===== config.mk =====
export PLATFORM = sky130hd
export DESIGN_NAME = wrg_glyph
export DESIGN_NICKNAME = d
export VERILOG_FILES = /design/src/rtl/wrg_pkg.sv /design/src/rtl/wrg_glyph.sv
export SDC_FILE = /design/constraint.sdc
export NUM_CORES = 1
export LEC_CHECK = 0
export ABC_AREA = 1
export BUFFER_PORTS_ARGS = -buffer_cell sky130_fd_sc_hd__buf_2
export CAP_MARGIN = 20
export CORE_ASPECT_RATIO = 1.4
export CORE_MARGIN = 4
export CORE_UTILIZATION = 30
export CTS_CLUSTER_DIAMETER = 200
export CTS_CLUSTER_SIZE = 25
export DETAILED_ROUTE_END_ITERATION = 12
export GPL_TIMING_DRIVEN = 1
export SLEW_MARGIN = 20
export SYNTH_ARGS = -nofsm -noshare
export SYNTH_HDL_FRONTEND = slang
export SYNTH_SLANG_ARGS = --single-unit

===== constraint.sdc =====
create_clock -name clk_i -period 3.8 [get_ports clk_i]
set_input_delay 0.19 -clock clk_i [delete_from_list [all_inputs] [get_ports clk_i]]
set_output_delay 0.19 -clock clk_i [all_outputs]
set_load 0.02 [all_outputs]

===== src/rtl/wrg_pkg.sv =====
`timescale 1ns / 1ps
`default_nettype none

package wrg_pkg;

  localparam int MAX_COLS = 128;
  localparam int MAX_ROWS = 64;
  localparam int COL_W    = $clog2(MAX_COLS);
  localparam int ROW_W    = $clog2(MAX_ROWS);
  localparam int ADDR_W   = COL_W + ROW_W;
  localparam int CELLS    = MAX_COLS * MAX_ROWS;
  localparam int H_W      = 16;
  localparam int HMAX_W   = 15;
  localparam int GW_W     = 8;
  localparam int GH_W     = 7;
  localparam int SUM_W    = H_W + 2;
  localparam int DIV_W    = 20;
  localparam int Q_W      = 4;
  localparam int PROD_W   = 22;
  localparam int RECIP_W  = 23;
  localparam int RECIP_SH = 29;

  localparam logic [Q_W-1:0]     GLYPH_TOP = 4'd10;
  localparam logic [RECIP_W-1:0] RECIP_K   = 23'd5368710;

  typedef enum logic [1:0] {
    OP_LOAD = 2'd0,
    OP_STEP = 2'd1,
    OP_READ = 2'd2
  } op_e;

  typedef enum logic [1:0] {
    CFG_HMIN   = 2'd0,
    CFG_HMAX   = 2'd1,
    CFG_WIDTH  = 2'd2,
    CFG_HEIGHT = 2'd3
  } cfg_e;

  typedef enum logic [2:0] {
    S_IDLE,
    S_SETUP,
    S_DROP,
    S_WALK,
    S_DRAIN,
    S_RD0,
    S_RD1,
    S_FIN
  } state_e;

  typedef struct packed {
    logic [1:0]            operation;
    logic [COL_W-1:0]      col;
    logic [ROW_W-1:0]      row;
    logic signed [H_W-1:0] cell_value;
    logic                  load_other;
    logic                  drop_enable;
  } in_word_t;

  typedef struct packed {
    logic signed [H_W-1:0] height;
    logic [2:0]            color_band;
    logic [Q_W-1:0]        glyph_level;
    logic                  drawable;
    logic                  done_res;
  } out_word_t;

  typedef struct packed {
    logic [HMAX_W-1:0] p90;
    logic [HMAX_W-1:0] p80;
    logic [HMAX_W-1:0] p60;
    logic [HMAX_W-1:0] p40;
    logic [HMAX_W-1:0] p20;
  } thresh_t;

  typedef struct packed {
    logic              start;
    logic [DIV_W-1:0]  dividend;
    logic [HMAX_W-1:0] divisor;
  } glyph_req_t;

  typedef struct packed {
    logic           done;
    logic [Q_W-1:0] level;
  } glyph_rsp_t;

  function automatic logic signed [H_W-1:0] sat_h(input logic signed [SUM_W-1:0] v);
    logic signed [SUM_W-1:0] hi;
    logic signed [SUM_W-1:0] lo;
    hi = SUM_W'(signed'({1'b0, {(H_W-1){1'b1}}}));
    lo = -hi - SUM_W'(1);
    if (v > hi) begin
      return hi[H_W-1:0];
    end else if (v < lo) begin
      return lo[H_W-1:0];
    end
    return v[H_W-1:0];
  endfunction

  function automatic logic above(input logic signed [H_W-1:0] s,
                                 input logic [HMAX_W-1:0] p);
    logic signed [H_W:0] pe;
    logic signed [H_W:0] se;
    pe = signed'({2'b00, p});
    se = {s[H_W-1], s};
    return se > pe;
  endfunction

endpackage

`default_nettype wire


===== src/rtl/wrg_glyph.sv =====
`timescale 1ns / 1ps
`default_nettype none

module wrg_glyph (
  input  wire logic                clk_i,
  input  wire logic                rst_ni,
  input  wire wrg_pkg::glyph_req_t req_i,
  output wrg_pkg::glyph_rsp_t      rsp_o
);

  import wrg_pkg::*;

  logic              busy_q;
  logic              done_q;
  logic [1:0]        k_q;
  logic [DIV_W-1:0]  rem_q;
  logic [Q_W-1:0]    quo_q;
  logic              sat_q;
  logic [HMAX_W-1:0] dvs_q;
  logic [DIV_W-1:0]  sh;
  logic              fits;

  assign sh   = DIV_W'(dvs_q) << k_q;
  assign fits = rem_q >= sh;

  always_ff @(posedge clk_i or negedge rst_ni) begin
    if (!rst_ni) begin
      busy_q <= 1'b0;
      done_q <= 1'b0;
      k_q    <= '0;
    end else if (req_i.start) begin
      busy_q <= 1'b1;
      done_q <= 1'b0;
      k_q    <= 2'd3;
    end else if (busy_q) begin
      k_q <= k_q - 2'd1;
      if (k_q == 2'd0) begin
        busy_q <= 1'b0;
        done_q <= 1'b1;
      end
    end else begin
      done_q <= 1'b0;
    end
  end

  always_ff @(posedge clk_i) begin
    if (req_i.start) begin
      rem_q <= req_i.dividend;
      quo_q <= '0;
      sat_q <= req_i.dividend >= {1'b0, req_i.divisor, 4'b0000};
      dvs_q <= req_i.divisor;
    end else if (busy_q && fits) begin
      rem_q      <= rem_q - sh;
      quo_q[k_q] <= 1'b1;
    end
  end

  assign rsp_o.done  = done_q;
  assign rsp_o.level = (sat_q || quo_q > GLYPH_TOP) ? GLYPH_TOP : quo_q;

  a_done_pulse: assert property (@(posedge clk_i) disable iff (!rst_ni)
    done_q |=> !done_q || $past(req_i.start))
    else $error("glyph done held");

  a_level_range: assert property (@(posedge clk_i) disable iff (!rst_ni)
    done_q |-> rsp_o.level <= GLYPH_TOP)
    else $error("glyph level out of range");

  a_busy_done: assert property (@(posedge clk_i) disable iff (!rst_ni)
    !(busy_q && done_q))
    else $error("glyph busy and done");

endmodule

`default_nettype wire


==> metrics.md, run 1 <==
| Metric | Value |
|---|---|
| Final sum of negative setup slack | `0 ns` |
| Synthesized Nets | `roughly 630` |
| Die H | `roughly 140 um` |
| Peak clock frequency supported by timing | `approximately 320 MHz` |
| Resized cells post-CTS | `0` |
| Crit path launch type | `flip-flop` |
| Clk_lat worst skew | `~0.29 ns` |
| Routed wire per std cell | `13.1 um` |
| Layout cells sized above 1 | `0.109` |
| Slowest CP cell | `fa_1` |
| Combined area of all synthesized cells | `0.00376 mm2` |
| Wire length of the first global-routing pass | `about 16 mm` |
| Part of the cycle the worst path needs | `0.825` |
| Leading cell types in the layout, fill and taps excluded | `nand2_1 (203), inv_1 (83), buf_2 (42), nand3_1 (41), nor2_1 (40)` |
| Clock Pin Slew Worst Setup and Hold Paths | `roughly 0.060 ns` |
| Total wirelength of the detailed-routed design | `~9.8 mm` |
| Die outline area | `roughly 0.014 mm2` |
| Vias in the first global route | `roughly 3500` |
| Effective utilization at floorplan | `0.306` |
| Initial antenna violation count | `0` |
| Number of detailed-route iterations in the first pass | `4` |
| Pin count of the biggest net entering global routing | `49` |
| Worst setup path class | `flip-flop to flip-flop` |
| Yosys warning count | `0` |
| Netlist cell types | `32` |
| Sequential cell area in the final layout | `0.00126 mm2` |
| Global route total overflow | `0` |
| Clock skew | `around 0.0033 ns` |
| Power Density | `approximately 1000 mW/mm2` |
| Clock net sink count | `44` |
| Post-detailed-route DRC marker count | `0` |
| Largest stage delay on the critical path | `between 0.4 and 0.5 ns` |
| Mean instance size in the synthesized netlist | `between 6 and 7 um2` |
| GPL Wtd Cong | `~0.87` |
| Number of DRC violations after detailed-routing iteration 0 | `183` |
| Total core area | `about 0.012 mm2` |
| CP max FO | `15` |
| Net count of the finished layout | `670` |
| Number of buffers added on ports | `42` |
| Clk buf depth | `2` |
| Total setup violations reported at the end of the flow | `0` |
| Hold Fails Final Rpt | `0` |
| Vias per inst | `about 4.7` |
| Result of the run | `completed` |
| Cell-by-cell listing of the critical path | `inv_1 -> nand2_1 -> nor2_1 -> ha_1 -> inv_1 -> fa_1 -> inv_1 -> nor2_1 -> nor2_2 -> nor2_2 -> nor2_1 -> nand2_2 -> nand2_1 -> nand2_1 -> buf_4` |
| Kind of path behind the tightest hold check | `primary input to flip-flop` |
| # H-tree levels | `2` |
| Row count | `48` |
| Transition time at the pin with the least slew margin | `0.802 ns` |
| DP Area | `0.00413 mm2` |
| Most common library cell in the layout ignoring fill and taps | `nand2_1` |
| Required time worst endpoint | `about 3.8 ns` |
| R2R cell count | `15` |
| HPWL after detailed placement | `slightly above 8 mm` |
| CP arrival | `around 3.2 ns` |
| Relative slew slack | `0.460` |
| Unrepaired setup endpoints after global routing | `false` |
| Non-filler instance count after layout | `about 750` |
| Antenna violation net count after detailed routing | `0` |
| Cell chosen for the clock root | `clkbuf_16` |
| Min cycle time layout | `around 3.1 ns` |
| Total inserted antenna cells | `0` |
| Multi-input logic area | `~0.0021 mm2` |
| Flip-flop and latch count after synthesis | `44` |
| Post-synthesis sequential area ratio | `0.335` |
| Final cell utilization of the core | `0.349` |
| Kind of cell adding the most delay to the critical path | `simple AND/OR/NAND/NOR gates` |
| Number of filler cells placed in the layout | `around 1300` |
| Die width | `~100 um` |
| Number of ports placed on the die boundary | `43` |
| WP depth | `15` |
| Crit path buf inv count | `4` |
| Global router's overall resource usage | `0.143` |
| Layout overhead on the synthesized area | `14.0%` |
| Routed vias | `3525` |
| Number of cells on the worst hold path | `1` |
| Number of placed instances, taps included | `around 740` |
| Number of maximum-capacitance constraint violations | `0` |
| Worst IR Drop VDD | `between 0.3 and 0.4 mV` |
| TritonCTS clock tree | `built` |
| Critical Path End Type | `flip-flop` |
| TritonCTS buffer count | `5` |
| Gate Count Post-Synth | `around 550` |
| Final instance area | `0.00429 mm2` |
| Count of final max-slew check failures | `0` |
| Static leakage | `0.00221 uW` |
## worst register-to-register path, delay by kind of cell (launching register included)
family | cells | cell delay, ns
flip-flops | 1 | 0.37
buffers and inverters | 4 | 0.76
AND/OR/NAND/NOR | 9 | 1.16
adder cells (fa/ha/maj) | 2 | 0.57
## worst paths after layout
| kind | from | endpoint | slack (ns) |
|---|---|---|---|
| max in group asynchronous | rst_ni | busy_q$_DFF_PN0_ | 3.43 |
| hold / removal | req_i[8] | dvs_q[8]$_DFFE_PP_ | 0.09 |
| setup / recovery | k_q[0]$_DFFE_PN0P_ | rem_q[3]$_DFFE_PP_ | 0.66 |
| min in group asynchronous | rst_ni | k_q[1]$_DFFE_PN0P_ | 0.24 |
| hold reg to reg | quo_q[0]$_SDFFE_PP0P_ | quo_q[0]$_SDFFE_PP0P_ | 0.49 |
| setup reg to reg | k_q[0]$_DFFE_PN0P_ | rem_q[3]$_DFFE_PP_ | 0.66 |
## timing repair
action / CTS / global route
hold buffers: 1 / 0
setup buffers: 0 / 0
endpoints found under the hold margin: 4 / 0
## cell usage after synthesis, drive strengths merged
library cell	n	share of area
buf	2	0.0033
inv	84	0.084
o21ai	27	0.037
nor3	4	0.0053
edfxtp	36	0.29
mux2i	1	0.0027
nand4	5	0.0083
o31ai	2	0.0040
fa	1	0.0053
nor2	42	0.043
dfxtp	4	0.021
clkbuf	10	0.013
xor2	1	0.0023
ha	37	0.12
nand2	207	0.21
clkinv	1	0.0010
nand3b	8	0.016
or2	4	0.0066
dfrtp	4	0.027
xnor2	3	0.0070
nand3	41	0.055
o211ai	1	0.0020
a21oi	23	0.031
nor4	1	0.0017
a22oi	1	0.0020
o21bai	2	0.0040
## cells by family after synthesis
group           share of synthesized area
compound gates                     0.0794
xor+xnor                          0.00931
fa+ha+maj                           0.128
buf+inv                             0.101
flops                               0.335
mux                               0.00266
simple gates                        0.345
## sequential cells by signal (all words and copies together) (netlist names)
register  flops
k_q           2
rem_q        20
dvs_q        15
quo_q         4
sat_q         1
done_q        1
busy_q        1
## layer usage
layer / vias up / wire length (um) / GRT usage
li1: 1848 / - / -
met1: 1600 / 4150 / 0.172
met2: 65 / 5130 / 0.257
met3: 12 / 311 / 0.0179
met4: 0 / 186 / 0.0498
met5: - / 0 / 0
## report_power, final
part / switching [uW] / internal [uW] / total, uW
combinational: 2020 / 1040 / 3060
sequential: 71.8 / 770 / 842
clock: 175 / 262 / 437
total: 2270 / 2070 / 4340
## cell type report
class / instances / share of cell area
Clock buffer: 7 / 0.0332
Clock inverter: 1 / 0.00175
Inverter: 85 / 0.0743
Multi-Input combinational cell: 411 / 0.495
Sequential cell: 44 / 0.294
Tap cell: 150 / 0.0437
Timing Repair Buffer: 47 / 0.0583
## through the flow
step	power [uW]	hold WS (ns)	worst slack, ns
after floorplan	3150	-0.106	0.832
after global placement	3860	0.00736	0.793
after detailed placement	3890	0.0115	0.693
after CTS	4350	0.0764	0.685
after global routing	4830	0.0828	0.388
final	4340	0.0871	0.664
Power figures use the tool's default switching activity.
==> run 2: changes to the inputs <==
Clock period 3.8 ns to 3.05 ns, I/O delays scaled along.
==> metrics.md, run 2 (synthesis gave the netlist of run 1 again) <==
| Metric | Value |
|---|---|
| Reg2reg start | `k_q[0]$_DFFE_PN0P_ (unchanged)` |
| Reg with most FFs | `rem_q (unchanged)` |
| Number of detailed-route iterations in the first pass | `4 (unchanged)` |
| Clock Pin Slew Worst Setup and Hold Paths | `0.06 ns (about the same)` |
| HPWL after detailed placement | `8.40 mm (was 8.23 mm)` |
| Power Density | `1270 mW/mm2 (was 1010 mW/mm2)` |
| Count of final max-slew check failures | `0 (unchanged)` |
| Largest register FFs | `20 (unchanged)` |
| Initial antenna violation count | `0 (unchanged)` |
| Registers with the most flip-flops | `rem_q (20), dvs_q (15), quo_q (4) (unchanged)` |
| Total setup violations reported at the end of the flow | `0 (unchanged)` |
| Number of buffers added on ports | `42 (unchanged)` |
| CP arrival | `2.89 ns (was 3.17 ns)` |
| Number of placed instances, taps included | `738 (was 736)` |
| Final sum of negative setup slack | `0 ns (unchanged)` |
| Number of cells on the worst hold path | `1 (unchanged)` |
| Critical Path End Type | `flip-flop (unchanged)` |
| Total wirelength of the detailed-routed design | `9.86 mm (was 9.78 mm)` |
| Hold Fails Final Rpt | `0 (unchanged)` |
| R2R cell count | `13 (was 15)` |
| Clock net sink count | `44 (unchanged)` |
| Result of the run | `completed (unchanged)` |
| TritonCTS buffer count | `5 (unchanged)` |
| Total core area | `0.0123 mm2 (unchanged)` |
| Number of filler cells placed in the layout | `1310 (was 1311)` |
| Min-Delay Startpoint | `req_i[8] (unchanged)` |
| Non-filler instance count after layout | `747 (was 745)` |
| Buffers inserted during post-CTS setup optimization | `0 (unchanged)` |
| Cell chosen for the clock root | `clkbuf_16 (unchanged)` |
| Post-detailed-route DRC marker count | `0 (unchanged)` |
| # H-tree levels | `2 (unchanged)` |
| Required time worst endpoint | `3.10 ns (was 3.83 ns)` |
| Number of ports placed on the die boundary | `43 (unchanged)` |
| Leading cell types in the layout, fill and taps excluded | `nand2_1 (203), inv_1 (82), buf_2 (42), nand3_1 (41), nor2_1 (40) (was nand2_1 (203), inv_1 (83), buf_2 (42), nand3_1 (41), nor2_1 (40))` |
| Net count of the finished layout | `672 (was 670)` |
| Total inserted antenna cells | `0 (unchanged)` |
| Worst IR Drop VDD | `0.533 mV (was 0.336 mV)` |
| Number of DRC violations after detailed-routing iteration 0 | `174 (was 183)` |
| Met1 Wirelength | `4.07 mm (was 4.15 mm)` |
| Die width | `103 um (unchanged)` |
| Routed vias | `3501 (was 3525)` |
| Effective utilization at floorplan | `0.306 (unchanged)` |
| Vias in the first global route | `3650 (was 3482)` |
| Routed wire per std cell | `13.2 um (was 13.1 um)` |
| Uppermost metal layer occupied by signal nets | `met4 (unchanged)` |
| Wire length on met2 | `5.29 mm (was 5.13 mm)` |
| Final cell utilization of the core | `0.353 (was 0.349)` |
| Kind of path behind the tightest hold check | `primary input to flip-flop (unchanged)` |
| TritonCTS clock tree | `built (unchanged)` |
| DP Area | `0.00416 mm2 (was 0.00413 mm2)` |
| Worst setup path class | `flip-flop to flip-flop (unchanged)` |
| Most common library cell in the layout ignoring fill and taps | `nand2_1 (unchanged)` |
| Register-to-register setup slack | `0.22 ns (was 0.66 ns)` |
| Relative slew slack | `0.392 (was 0.460)` |
| Crit path launch type | `flip-flop (unchanged)` |
| Global route total overflow | `0 (unchanged)` |
| Min cycle time layout | `2.83 ns (was 3.14 ns)` |
| GPL Wtd Cong | `0.913 (was 0.870)` |
| Clk_lat worst skew | `0.29 ns (about the same)` |
| Clk buf depth | `2 (unchanged)` |
| Layout cells sized above 1 | `0.116 (was 0.109)` |
| Layout overhead on the synthesized area | `15.4% (was 14.0%)` |
| Endpoint of the worst register-to-register path | `rem_q[7]$_DFFE_PP_ (was rem_q[3]$_DFFE_PP_)` |
| Static leakage | `0.00223 uW (was 0.00221 uW)` |
| Antenna violation net count after detailed routing | `0 (unchanged)` |
| Row count | `48 (unchanged)` |
| Transition time at the pin with the least slew margin | `0.903 ns (was 0.802 ns)` |
| Vias per inst | `4.69 (was 4.73)` |
| Die outline area | `0.0144 mm2 (unchanged)` |
| CP max FO | `22 (was 15)` |
| Part of the cycle the worst path needs | `0.929 (was 0.825)` |
| Number of maximum-capacitance constraint violations | `0 (unchanged)` |
| Peak clock frequency supported by timing | `353 MHz (was 319 MHz)` |
| Clock skew | `0.00472 ns (was 0.00334 ns)` |
| Met3 layer wire length in the routed design | `274 um (was 311 um)` |
| Hold endpoint | `dvs_q[8]$_DFFE_PP_ (unchanged)` |
| Pin count of the biggest net entering global routing | `49 (unchanged)` |
| Die H | `141 um (unchanged)` |
| Wire length of the first global-routing pass | `16.8 mm (was 16.2 mm)` |
| Global router's overall resource usage | `0.149 (was 0.143)` |
| Unrepaired setup endpoints after global routing | `false (unchanged)` |
| Min Hold Slack | `0.0475 ns (was 0.0871 ns)` |
| Final instance area | `0.00435 mm2 (was 0.00429 mm2)` |
## run 2: changes by cell type in the layout (fill, tap and decap cells not counted), sizes merged
cell / before / now
buf: 46 / 48
clkbuf: 7 / 5
bufinv: 0 / 1
clkinv: 1 / 2
clkinvlp: 1 / 2
inv: 84 / 83
## run 2: power by group
group / internal, uW / leakage, uW / total, uW / switching [uW]
clock: 385 / 0.0000798 / 611 / 226
combinational: 1340 / 0.00171 / 3850 / 2520
sequential: 959 / 0.000445 / 1050 / 94.8
total: 2680 / 0.00223 / 5520 / 2840
## run 2: per-stage QoR
stage	total power, uW	setup slack [ns]
6_report	5520	0.216
5_1_grt	6200	0.0218
4_1_cts	5540	0.218
3_5_place_dp	4910	0.231
3_3_place_gp	4860	0.251
2_1_floorplan	3920	0.0818
## run 2: layout make-up
cell class	count	area, um2	share of cell area
flip-flops and latches	44	1260	0.290
multi-input cells	411	2120	0.489
repair buffers	49	282	0.0648
clock inverters	3	42.5	0.00979
clock buffers	5	125	0.0288
inverters	85	323	0.0743
well taps	150	188	0.0432
## run 2: layer usage
metal,vias up,global-route usage
li1,1853,-
met1,1583,0.169
met2,53,0.272
met3,12,0.0194
met4,0,0.0587
met5,-,0
## run 2: how the worst max path moves through the flow
stage	slack (ns)	cells after the start	to	from
detailed placement	0.23	13	rem_q[2]$_DFFE_PP_	k_q[0]$_DFFE_PN0P_
global route	0.02	14	rem_q[0]$_DFFE_PP_	k_q[0]$_DFFE_PN0P_
finish	0.22	13	rem_q[7]$_DFFE_PP_	k_q[0]$_DFFE_PN0P_
CTS	0.22	13	rem_q[2]$_DFFE_PP_	k_q[0]$_DFFE_PN0P_
global placement	0.25	13	rem_q[3]$_DFFE_PP_	k_q[0]$_DFFE_PN0P_
floorplan	0.08	15	rem_q[0]$_DFFE_PP_	k_q[0]$_DFFE_PN0P_
## run 2: worst max-delay path, stage by stage (launching register included)
cell and delay, ns:
dfrtp_1 0.41, buf_6 0.18, mux2i_1 0.14, or2_2 0.31, fa_1 0.45, inv_1 0.07
nor2_1 0.05, nor2_2 0.20, nor2_2 0.09, nor2_1 0.21, nand2_2 0.12, nand2_1 0.07
nand2_1 0.08, buf_12 0.20
## run 2: repair_timing
item | CTS | global route
endpoints found under the setup margin | 0 | 20
hold buffers | 1 | 0
gates resized for setup | 0 | 2
hold endpoints to repair | 4 | 0
