**src/rtl/wrg_pkg.sv**
```systemverilog
`timescale 1ns / 1ps
`default_nettype none

package wrg_pkg;

  localparam int MAX_COLS = 128;
  localparam int MAX_ROWS = 64;
  localparam int COL_W    = $clog2(MAX_COLS);
  localparam int ROW_W    = $clog2(MAX_ROWS);
  localparam int ADDR_W   = COL_W + ROW_W;
  localparam int CELLS    = MAX_COLS * MAX_ROWS;
  localparam int H_W      = 16;
  localparam int HMAX_W   = 15;
  localparam int GW_W     = 8;
  localparam int GH_W     = 7;
  localparam int SUM_W    = H_W + 2;
  localparam int DIV_W    = 20;
  localparam int Q_W      = 4;
  localparam int PROD_W   = 22;
  localparam int RECIP_W  = 23;
  localparam int RECIP_SH = 29;

  localparam logic [Q_W-1:0]     GLYPH_TOP = 4'd10;
  localparam logic [RECIP_W-1:0] RECIP_K   = 23'd5368710;

  typedef enum logic [1:0] {
    OP_LOAD = 2'd0,
    OP_STEP = 2'd1,
    OP_READ = 2'd2
  } op_e;

  typedef enum logic [1:0] {
    CFG_HMIN   = 2'd0,
    CFG_HMAX   = 2'd1,
    CFG_WIDTH  = 2'd2,
    CFG_HEIGHT = 2'd3
  } cfg_e;

  typedef enum logic [2:0] {
    S_IDLE,
    S_SETUP,
    S_DROP,
    S_WALK,
    S_DRAIN,
    S_RD0,
    S_RD1,
    S_FIN
  } state_e;

  typedef struct packed {
    logic [1:0]            operation;
    logic [COL_W-1:0]      col;
    logic [ROW_W-1:0]      row;
    logic signed [H_W-1:0] cell_value;
    logic                  load_other;
    logic                  drop_enable;
  } in_word_t;

  typedef struct packed {
    logic signed [H_W-1:0] height;
    logic [2:0]            color_band;
    logic [Q_W-1:0]        glyph_level;
    logic                  drawable;
    logic                  done_res;
  } out_word_t;

  typedef struct packed {
    logic [HMAX_W-1:0] p90;
    logic [HMAX_W-1:0] p80;
    logic [HMAX_W-1:0] p60;
    logic [HMAX_W-1:0] p40;
    logic [HMAX_W-1:0] p20;
  } thresh_t;

  typedef struct packed {
    logic              start;
    logic [DIV_W-1:0]  dividend;
    logic [HMAX_W-1:0] divisor;
  } glyph_req_t;

  typedef struct packed {
    logic           done;
    logic [Q_W-1:0] level;
  } glyph_rsp_t;

  function automatic logic signed [H_W-1:0] sat_h(input logic signed [SUM_W-1:0] v);
    logic signed [SUM_W-1:0] hi;
    logic signed [SUM_W-1:0] lo;
    hi = SUM_W'(signed'({1'b0, {(H_W-1){1'b1}}}));
    lo = -hi - SUM_W'(1);
    if (v > hi) begin
      return hi[H_W-1:0];
    end else if (v < lo) begin
      return lo[H_W-1:0];
    end
    return v[H_W-1:0];
  endfunction

  function automatic logic above(input logic signed [H_W-1:0] s,
                                 input logic [HMAX_W-1:0] p);
    logic signed [H_W:0] pe;
    logic signed [H_W:0] se;
    pe = signed'({2'b00, p});
    se = {s[H_W-1], s};
    return se > pe;
  endfunction

endpackage

`default_nettype wire

```
**src/rtl/wrg_thresh.sv**
```systemverilog
`timescale 1ns / 1ps
`default_nettype none

module wrg_thresh (
  input  wire logic                            clk_i,
  input  wire logic [wrg_pkg::HMAX_W-1:0]      hmax_i,
  output wrg_pkg::thresh_t                     thresh_o
);

  import wrg_pkg::*;

  logic [PROD_W-1:0] y90_q, y80_q, y60_q, y40_q, y20_q;

  // x/100 as x*K >> 29, exact for x below 2^22
  function automatic logic [HMAX_W-1:0] div100(input logic [PROD_W-1:0] x);
    logic [PROD_W+RECIP_W-1:0] p;
    p = (PROD_W+RECIP_W)'(x) * (PROD_W+RECIP_W)'(RECIP_K);
    return p[RECIP_SH+HMAX_W-1:RECIP_SH];
  endfunction

  always_ff @(posedge clk_i) begin
    y90_q <= PROD_W'(hmax_i) * PROD_W'(90);
    y80_q <= PROD_W'(hmax_i) * PROD_W'(80);
    y60_q <= PROD_W'(hmax_i) * PROD_W'(60);
    y40_q <= PROD_W'(hmax_i) * PROD_W'(40);
    y20_q <= PROD_W'(hmax_i) * PROD_W'(20);
  end

  always_ff @(posedge clk_i) begin
    thresh_o.p90 <= div100(y90_q);
    thresh_o.p80 <= div100(y80_q);
    thresh_o.p60 <= div100(y60_q);
    thresh_o.p40 <= div100(y40_q);
    thresh_o.p20 <= div100(y20_q);
  end

endmodule

`default_nettype wire

```
**config.mk**
```make
export PLATFORM = sky130hd
export DESIGN_NAME = wrg_thresh
export DESIGN_NICKNAME = d
export VERILOG_FILES = /design/src/rtl/wrg_pkg.sv /design/src/rtl/wrg_thresh.sv
export SDC_FILE = /design/constraint.sdc
export NUM_CORES = 1
export LEC_CHECK = 0
export CAP_MARGIN = 10
export CORE_MARGIN = 4
export CORE_UTILIZATION = 30
export DETAILED_ROUTE_END_ITERATION = 10
export DONT_BUFFER_PORTS = 1
export PLACE_DENSITY = 0.53
export SYNTH_ARGS = -nofsm -noshare
export SYNTH_HDL_FRONTEND = slang
export SYNTH_SLANG_ARGS = --single-unit
```
**constraint.sdc**
```tcl
create_clock -name clk_i -period 15.55 [get_ports clk_i]
set_clock_uncertainty 0.15 [all_clocks]
set_input_delay 3.11 -clock clk_i [delete_from_list [all_inputs] [get_ports clk_i]]
set_output_delay 3.11 -clock clk_i [all_outputs]
set_load 0.01 [all_outputs]
```
==> metrics.md, run 1 <==
| Metric | Value |
|---|---|
| Number of remaining DRC errors | `0` |
| Critical path's slowest cell | `fa_1` |
| Worst-margin pin slew | `0.767 ns` |
| Crit-path cells | `inv_1, fa_1, fa_1, fa_1, fa_1, fa_1, inv_1, fa_1, inv_1, fa_1, inv_1, ha_1, nand3_1, o221ai_1, a211oi_1, a31oi_2, a41oi_2, a2111o_1, o211ai_2, a21oi_1, xnor2_1` |
| Layout Area Growth over Synthesis | `5.75%` |
| Vias in the first global route | `between 15000 and 20000` |
| Reg2reg end | `thresh_o[74]` |
| Die W | `a little under 300 µm` |
| Flops & latches, synth | `100` |
| Req. time, crit path | `roughly 16 ns` |
| Core footprint | `0.0836 mm²` |
| R2r setup slk | `8.79 ns` |
| Synth Area in Compound Gates | `approximately 6.2%` |
| First-pass DRT Iterations | `5` |
| Hold path depth | `3` |
| Ys Warns | `0` |
| DPL Wire Length | `51300 µm` |
| CTS tree | `done` |
| Final Cell Area | `around 0.027 mm²` |
| Register area share after synthesis | `7.94%` |
| Mux contribution to synthesized area | `0%` |
| RSZ-0062 raised after global routing | `no` |
| Filler cells | `between 8000 and 9000` |
| Largest net degree at the start of global routing | `20` |
| Final setup TNS | `0 ns` |
| Starting density of the core | `30.2%` |
| First-pass GRT wire length | `roughly 94000 µm` |
| Most Frequent Cell on Critical Path | `fa_1` |
| Setup ws final | `8.79 ns` |
| Skew-Pair Late Insertion Delay | `0.41 ns` |
| Sequential cell area | `0.00200 mm²` |
| I/O Pins | `just over 90` |
| CP max stage delay | `0.58 ns` |
| Routability cong. | `between 0.8 and 0.9` |
| Post-synth top flop | `dfxtp_1` |
| Syn Nets | `3529` |
| Hold EP | `thresh_o[74]` |
| Asr flop ratio synth | `0%` |
| Fraction of layout cells with a size suffix above 1 | `about 1.6%` |
| Setup Slack @ Placement | `8.73 ns` |
| Vias per cell | `about 4.4` |
| Gr ovfl total | `0` |
| Via count | `roughly 15000` |
| Site Rows | `approximately 110` |
| Resize count post-CTS | `0` |
| Total Routed Length | `56700 µm` |
| Simple-gate share of the synthesized area | `4.11%` |
| Cells after Synth | `~2400` |
| Footprint of the multi-input gates | `0.0204 mm²` |
| Outcome | `finished, final reports clean` |
| Hold_sp | `y90_q[21]` |
| CP bufs+invs | `4` |
| Reg2Reg Depth | `21` |
| Netlist cell types | `60` |
| Chip height | `298 µm` |
| Worst-path clk slew | `about 0.09 ns` |
| Die area | `0.0888 mm²` |
| Most frequent cells in the layout | `inv_1 (697), ha_1 (612), fa_1 (471), dfxtp_1 (100), a21oi_1 (64)` |
| Max-cap check violation count | `0` |
| Clk buf depth | `2` |
| Final slew viol count | `0` |
| Postcts setup bufs | `0` |
| 1st-iter DRT viols | `631` |
| Nets | `3511` |
| Clock root buffer | `clkbuf_16` |
| Max Freq | `148 MHz` |
| Cell Area, Synth | `0.0252 mm²` |
| CP Launch Type | `flop` |
| Largest family of logic cells by synthesized area | `adder cells` |
| Worst EP arrival | `6.90 ns` |
| TritonCTS Sinks | `100` |
| Initial antenna violation count | `0` |
| Count of final hold-check violations | `0` |
| Period minus WS final | `6.76 ns` |
| CTS Buf Count | `9` |
| Top cell family by delay on the critical path | `adder cells` |
| Relative slew margins | `48.5%` |
| Synth Area in Adders | `67.7%` |
| Worst setup EP type | `flop` |
| Diodes inserted | `0` |
| Maximum fanout along the worst path | `7` |
| Synth Area in XOR/XNOR | `about 2.7%` |
| # port buffers | `0` |
| Total track usage | `approximately 13%` |
| CTS H-Tree Depth | `3` |
| Period utilisation layout | `43.5%` |
| HP Class | `reg2reg` |
| Routed Antenna Nets | `0` |
| WL per Instance | `16.2 µm` |
| Most common cell after layout, fill and taps aside | `inv_1` |
| Origin of the critical flop-to-flop path | `y90_q[5]` |
| Placed Area | `0.0264 mm²` |
| Crit Path Class | `reg2reg` |
| Average size of a mapped cell | `10.4 µm²` |
| Hold-fix buffers at CTS | `0` |
| Setup violators final | `0` |
| EDFF count, synth | `0` |
-- layer usage --
metal	GRT usage (%)	wire, µm	vias up	part of all wire (%)
met4	1.94	567	0	1.0
met1	18.9	27300	7669	48
met5	0	0	-	0
met3	2.64	2540	27	4.5
li1	-	-	7578	-
met2	22.2	26300	195	46
-- state kept, by name (all words and copies together) (netlist names) --
register and cells:
thresh_o 46, y20_q 18, y60_q 18, y90_q 18
-- metrics by stage --
| stage | util, % | hold WS (ns) | std cells |
|---|---|---|---|
| finish | 31.9 | 0.747 | 3497 |
| floorplan | - | 0.585 | 2430 |
| global route | 31.9 | 0.828 | 3497 |
| detailed placement | 31.5 | 0.784 | 3481 |
| CTS | 31.9 | 0.794 | 3497 |
| global placement | 31.5 | 0.765 | 3481 |
-- tightest hold or removal path, cell delays in order (launching register included) --
cell and delay [ns]:
dfxtp_1 0.39, xnor2_1 0.18, xnor2_1 0.16, xnor2_1 0.13
-- cells by family after synthesis --
| group | after synthesis |
|---|---|
| adders and majority gates | 1083 |
| buffers and inverters | 726 |
| AOI/OAI and AO/OA | 229 |
| and+or+nand+nor | 212 |
| DFF | 100 |
| xor gates and xnor gates | 79 |
| other | 1 |
-- synth_stat cells, types with 5 or more instances --
library cell / n / area, µm²
a211oi_1: 18 / 135
a21o_1: 41 / 308
a21oi_1: 64 / 320
and2_1: 5 / 31.3
and3_1: 8 / 50.1
buf_4: 29 / 218
dfxtp_1: 100 / 2000
fa_1: 471 / 9430
ha_1: 612 / 7660
inv_1: 697 / 2620
nand2_1: 48 / 180
nand3_1: 22 / 110
nand4_1: 9 / 56.3
nor2_1: 51 / 191
nor2b_1: 9 / 56.3
nor3_1: 25 / 125
o211ai_1: 9 / 67.6
o21a_1: 10 / 75.1
o21ai_0: 21 / 105
o21ai_1: 15 / 75.1
o21bai_1: 9 / 67.6
or2_2: 13 / 81.3
or3_1: 6 / 37.5
xnor2_1: 60 / 526
xor2_1: 19 / 166
-- cell type report --
type,instances,share of cell area (%)
clock inverter,7,0.342
tap,1080,5.07
sequential,100,7.50
inverter,697,9.81
clock buffer,9,0.844
multi-input combinational,1604,76.4
-- worst max path at each step --
| stage | start | endpoint | slack (ns) | cells after the start |
|---|---|---|---|---|
| floorplan | hmax_i[4] | y90_q[21] | 9.05 | 15 |
| global placement | hmax_i[4] | y90_q[21] | 8.74 | 15 |
| detailed placement | hmax_i[4] | y90_q[21] | 8.73 | 15 |
| CTS | y90_q[5] | thresh_o[74] | 8.68 | 21 |
| global route | y90_q[5] | thresh_o[74] | 8.33 | 21 |
| finish | y90_q[5] | thresh_o[74] | 8.79 | 21 |
Power of run 1 is not shown: default switching activity piles up to over one toggle a cycle in this logic, so the estimate is an artifact.
==> inputs of run 2 (changes only) <==
- clock period: 15.55 -> 6.45 ns (I/O delays scaled with it)
==> metrics.md, run 2 (synthesis gave the netlist of run 1 again) <==
| Metric | Value |
|---|---|
| Outcome | `finished, final reports clean` |
| Max-cap check violation count | `0` |
| Post-route insts no fill | `~3600` |
| Setup Slack @ Placement | `-0.158 ns` |
| Nets | `3602` |
| Vias per cell | `4.39` |
| Hold-fix buffers at CTS | `0` |
| Maximum fanout along the worst path | `5` |
| Period minus WS final | `6.28 ns` |
| Largest reg by FF count | `thresh_o` |
| Initial antenna violation count | `1` |
| Layout Area Growth over Synthesis | `8.88%` |
| Worst setup EP type | `flop` |
| Clock root buffer | `clkbuf_16` |
| Starting density of the core | `30.2%` |
| Skew-Pair Late Insertion Delay | `0.39 ns` |
| Filler cells | `8555` |
| First-pass GRT wire length | `around 94000 µm` |
| WL per Instance | `roughly 16 µm` |
| Gr ovfl total | `0` |
| Count of final hold-check violations | `0` |
| Site Rows | `106` |
| Setup violators final | `0` |
| Most frequent cells in the layout | `inv_1 (694), ha_1 (608), fa_1 (470), dfxtp_1 (91), buf_4 (90)` |
| Die area | `0.0888 mm²` |
| Die W | `298 µm` |
| I/O Pins | `91` |
| Number of remaining DRC errors | `0` |
| DPL Wire Length | `approximately 52000 µm` |
| Req. time, crit path | `6.62 ns` |
| Crit Path Class | `reg2reg` |
| Period utilisation layout | `97.4%` |
| Relative slew margins | `54.2%` |
| 1st-iter DRT viols | `between 600 and 700` |
| CP Launch Type | `flop` |
| Worst-path clk slew | `0.08 ns` |
| Routability cong. | `0.895` |
| Worst EP arrival | `6.45 ns` |
| HP Class | `reg2reg` |
| Total Routed Length | `57400 µm` |
| Largest net degree at the start of global routing | `19` |
| Most common cell after layout, fill and taps aside | `inv_1` |
| Clk buf depth | `2` |
| First-pass DRT Iterations | `4` |
| Total track usage | `13.6%` |
| Sequential cell area | `0.00202 mm²` |
| Hold path depth | `4` |
| Final Cell Area | `around 0.027 mm²` |
| Vias in the first global route | `17145` |
| Reg2Reg Depth | `19` |
| RSZ-0062 raised after global routing | `no` |
| # port buffers | `0` |
| CTS H-Tree Depth | `3` |
| Inst Count DP | `3569` |
| Hold slack | `~0.77 ns` |
| Core footprint | `roughly 0.084 mm²` |
| Footprint of the multi-input gates | `0.0205 mm²` |
| Max FFs per register | `46` |
| Setup ws final | `around 0.17 ns` |
| Via count | `roughly 16000` |
| TritonCTS Sinks | `100` |
| CTS tree | `done` |
| Final slew viol count | `0` |
| CTS Buf Count | `9` |
| Fraction of layout cells with a size suffix above 1 | `6.18%` |
| Routed Antenna Nets | `0` |
| Max Freq | `159 MHz` |
| Worst-margin pin slew | `0.688 ns` |
| Chip height | `298 µm` |
| Placed Area | `0.0270 mm²` |
run 2: per-layer routing:
metal  track usage, %  vias up  routed length, µm
met5                0        -                  0
met4             2.42        0                809
met3             2.97       36               2960
met2             22.1      202              26400
met1             18.8     7744              27300
li1                 -     7766                  -
run 2: worst paths after layout:
| check | startpoint | end | slack, ns |
|---|---|---|---|
| worst min-delay path | y90_q[21] | thresh_o[74] | 0.77 |
| worst max register to register | y20_q[17] | thresh_o[13] | 0.17 |
| worst min register to register | y90_q[21] | thresh_o[74] | 0.77 |
| worst max-delay path | y20_q[17] | thresh_o[13] | 0.17 |
run 2: per-stage QoR:
| stage | TNS [ns] | utilization [%] |
|---|---|---|
| 6_report | 0 | 32.9 |
| 5_1_grt | 0 | 32.9 |
| 4_1_cts | 0 | 32.7 |
| 3_5_place_dp | -0.358 | 32.3 |
| 3_3_place_gp | -0.149 | 32.3 |
| 2_1_floorplan | 0 | - |
run 2: repair_timing:
action / in CTS / in global routing
pin swaps: 2 / 24
setup endpoints to repair: 6 / 11
buffers inserted: 0 / 3
gates resized for setup: 4 / 29
run 2: layout make-up:
cell class                 count  share of cell area (%)
clock buffer                   9                   0.820
inverter                     697                    9.53
timing repair buffer          91                    2.50
clock inverter                 7                   0.210
antenna                        1                 0.00911
tap                         1080                    4.92
multi-input combinational   1604                    74.7
sequential                   100                    7.34
run 2: critical path, cell delays in order, from the launching register on:
cell       delay (ns)
dfxtp_2          0.39
fa_1             0.60
inv_1            0.10
fa_1             0.52
fa_1             0.53
fa_1             0.53
fa_1             0.52
fa_1             0.54
inv_1            0.04
ha_1             0.36
nand4_1          0.11
nor2_1           0.25
o2111ai_1        0.16
a41oi_1          0.35
buf_4            0.22
o211ai_2         0.13
o21ai_2          0.29
o41ai_4          0.10
o21bai_1         0.16
xnor2_1          0.16
Power of run 2 is left out for the same reason.
==> inputs of run 3 (changes only) <==
- REMOVE_ABC_BUFFERS: not set -> 1
==> metrics.md, run 3 (synthesis gave the netlist of run 1 again) <==
| Metric | Value |
|---|---|
| Hold_sp | `hmax_i[1]` |
| Die area | `around 0.09 mm²` |
| Maximum fanout along the worst path | `3` |
| Initial antenna violation count | `0` |
| Hold path depth | `0` |
| Clock root buffer | `clkbuf_16` |
| Placed Area | `0.0269 mm²` |
| Vias per cell | `4.36` |
| Reg2Reg Depth | `21` |
| CP Launch Type | `flop` |
| Reg2reg end | `thresh_o[74]` |
| Final Cell Area | `0.0274 mm²` |
| Fraction of layout cells with a size suffix above 1 | `between 5 and 6%` |
| CTS H-Tree Depth | `3` |
| Largest net degree at the start of global routing | `17` |
| HP Class | `in2reg` |
| Routability cong. | `0.888` |
| Number of remaining DRC errors | `0` |
| Inst Count DP | `between 3000 and 4000` |
| Total track usage | `13.8%` |
| Count of final hold-check violations | `0` |
| R2r setup slk | `0.20 ns` |
| Core footprint | `0.0836 mm²` |
| I/O Pins | `91` |
| Most Frequent Cell on Critical Path | `fa_1` |
| Nets | `3585` |
| # port buffers | `0` |
| CP max stage delay | `0.60 ns` |
| Worst-margin pin slew | `roughly 0.7 ns` |
| Layout Area Growth over Synthesis | `8.48%` |
| Most common cell after layout, fill and taps aside | `inv_1` |
| Starting density of the core | `30.2%` |
| Outcome | `finished, final reports clean` |
| Met3 GRT Util | `2.27%` |
| Hold EP | `y20_q[3]` |
| Skew-Pair Late Insertion Delay | `0.39 ns` |
| Setup violators final | `0` |
| Worst EP arrival | `6.38 ns` |
| Routing usage on met1 | `18.9%` |
| Post-route insts no fill | `3572` |
| Max FFs per register | `46` |
| Routed Antenna Nets | `0` |
| Period utilisation layout | `between 90 and 100%` |
| Crit-path cells | `fa_1, inv_1, fa_1, inv_1, fa_2, fa_1, fa_1, inv_1, fa_1, inv_1, ha_1, ha_4, nand4_1, a211oi_2, a21oi_2, a31oi_4, a41oi_4, a2111o_1, o211ai_2, a21oi_2, xnor2_1` |
| TritonCTS Sinks | `100` |
| GRT busiest layer | `met2` |
| Period minus WS final | `~6.2 ns` |
| Total Routed Length | `approximately 57000 µm` |
| Gr ovfl total | `0` |
| Final setup TNS | `0 ns` |
| Clk buf depth | `2` |
| First-pass DRT Iterations | `4` |
| WL per Instance | `roughly 16 µm` |
| DPL Wire Length | `52200 µm` |
| Worst-path clk slew | `0.08 ns` |
| Met2 usage | `22.8%` |
| Origin of the critical flop-to-flop path | `y90_q[13]` |
| Chip height | `approximately 300 µm` |
| Largest reg by FF count | `thresh_o` |
| CTS Buf Count | `9` |
| 1st-iter DRT viols | `a little over 500` |
| RSZ-0062 raised after global routing | `yes` |
| CTS tree | `done` |
| Max Freq | `160 MHz` |
| Max-cap check violation count | `0` |
| Via count | `15585` |
| Worst setup EP type | `flop` |
| Vias in the first global route | `17196` |
| Crit Path Class | `reg2reg` |
| Most frequent cells in the layout | `inv_1 (694), ha_1 (607), fa_1 (469), dfxtp_1 (90), buf_4 (73)` |
| Relative slew margins | `54.3%` |
| Site Rows | `106` |
| First-pass GRT wire length | `95700 µm` |
| Req. time, crit path | `6.58 ns` |
| Critical path's slowest cell | `fa_2` |
| Final slew viol count | `0` |
| Die W | `298 µm` |
run 3: timing repair:
item	4_1_cts	5_1_grt
gates resized for setup	1	34
setup buffers	0	2
gates cloned	0	0
pin swaps	3	24
setup endpoints to repair	4	14
hold buffers	0	0
run 3: worst max-delay path by stage:
stage	slack [ns]	endpoint	from
after floorplan	0.16	thresh_o[74]	y90_q[5]
after global placement	-0.03	thresh_o[74]	y90_q[4]
after detailed placement	-0.08	thresh_o[74]	y90_q[4]
after CTS	0.02	thresh_o[74]	y90_q[4]
after global routing	-0.04	thresh_o[71]	y90_q[4]
final	0.20	thresh_o[74]	y90_q[13]
run 3: final cells by class:
class	instances	area [µm²]
Fill cell	8598	56200
Multi-Input combinational cell	1604	20500
Inverter	697	2620
Sequential cell	100	2020
Tap cell	1080	1350
Timing Repair Buffer	74	568
Clock buffer	12	256
Clock inverter	4	31.3
Antenna cell	1	2.50
run 3: per-layer routing:
layer | vias to the layer above | wire (µm)
li1 | 7722 | -
met1 | 7658 | 26800
met2 | 170 | 27100
met3 | 35 | 2480
met4 | 0 | 1030
met5 | - | 0
run 3: through the flow:
step	setup slack (ns)	util, %	hold WS (ns)
5_1_grt	-0.0364	32.7	0.762
4_1_cts	0.0238	32.6	0.758
2_1_floorplan	0.157	-	0.585
3_5_place_dp	-0.0757	32.2	0.773
6_report	0.201	32.7	0.777
3_3_place_gp	-0.0296	32.2	0.764
run 3: worst max-delay path: cells and delay by family, from the launching register on:
kind,cells,cell delay [ns]
fa+ha+maj,8,3.85
compound gates,7,1.35
flops,1,0.33
buf+inv,4,0.23
xor+xnor,1,0.12
simple gates,1,0.11
Power of run 3 is left out for the same reason.
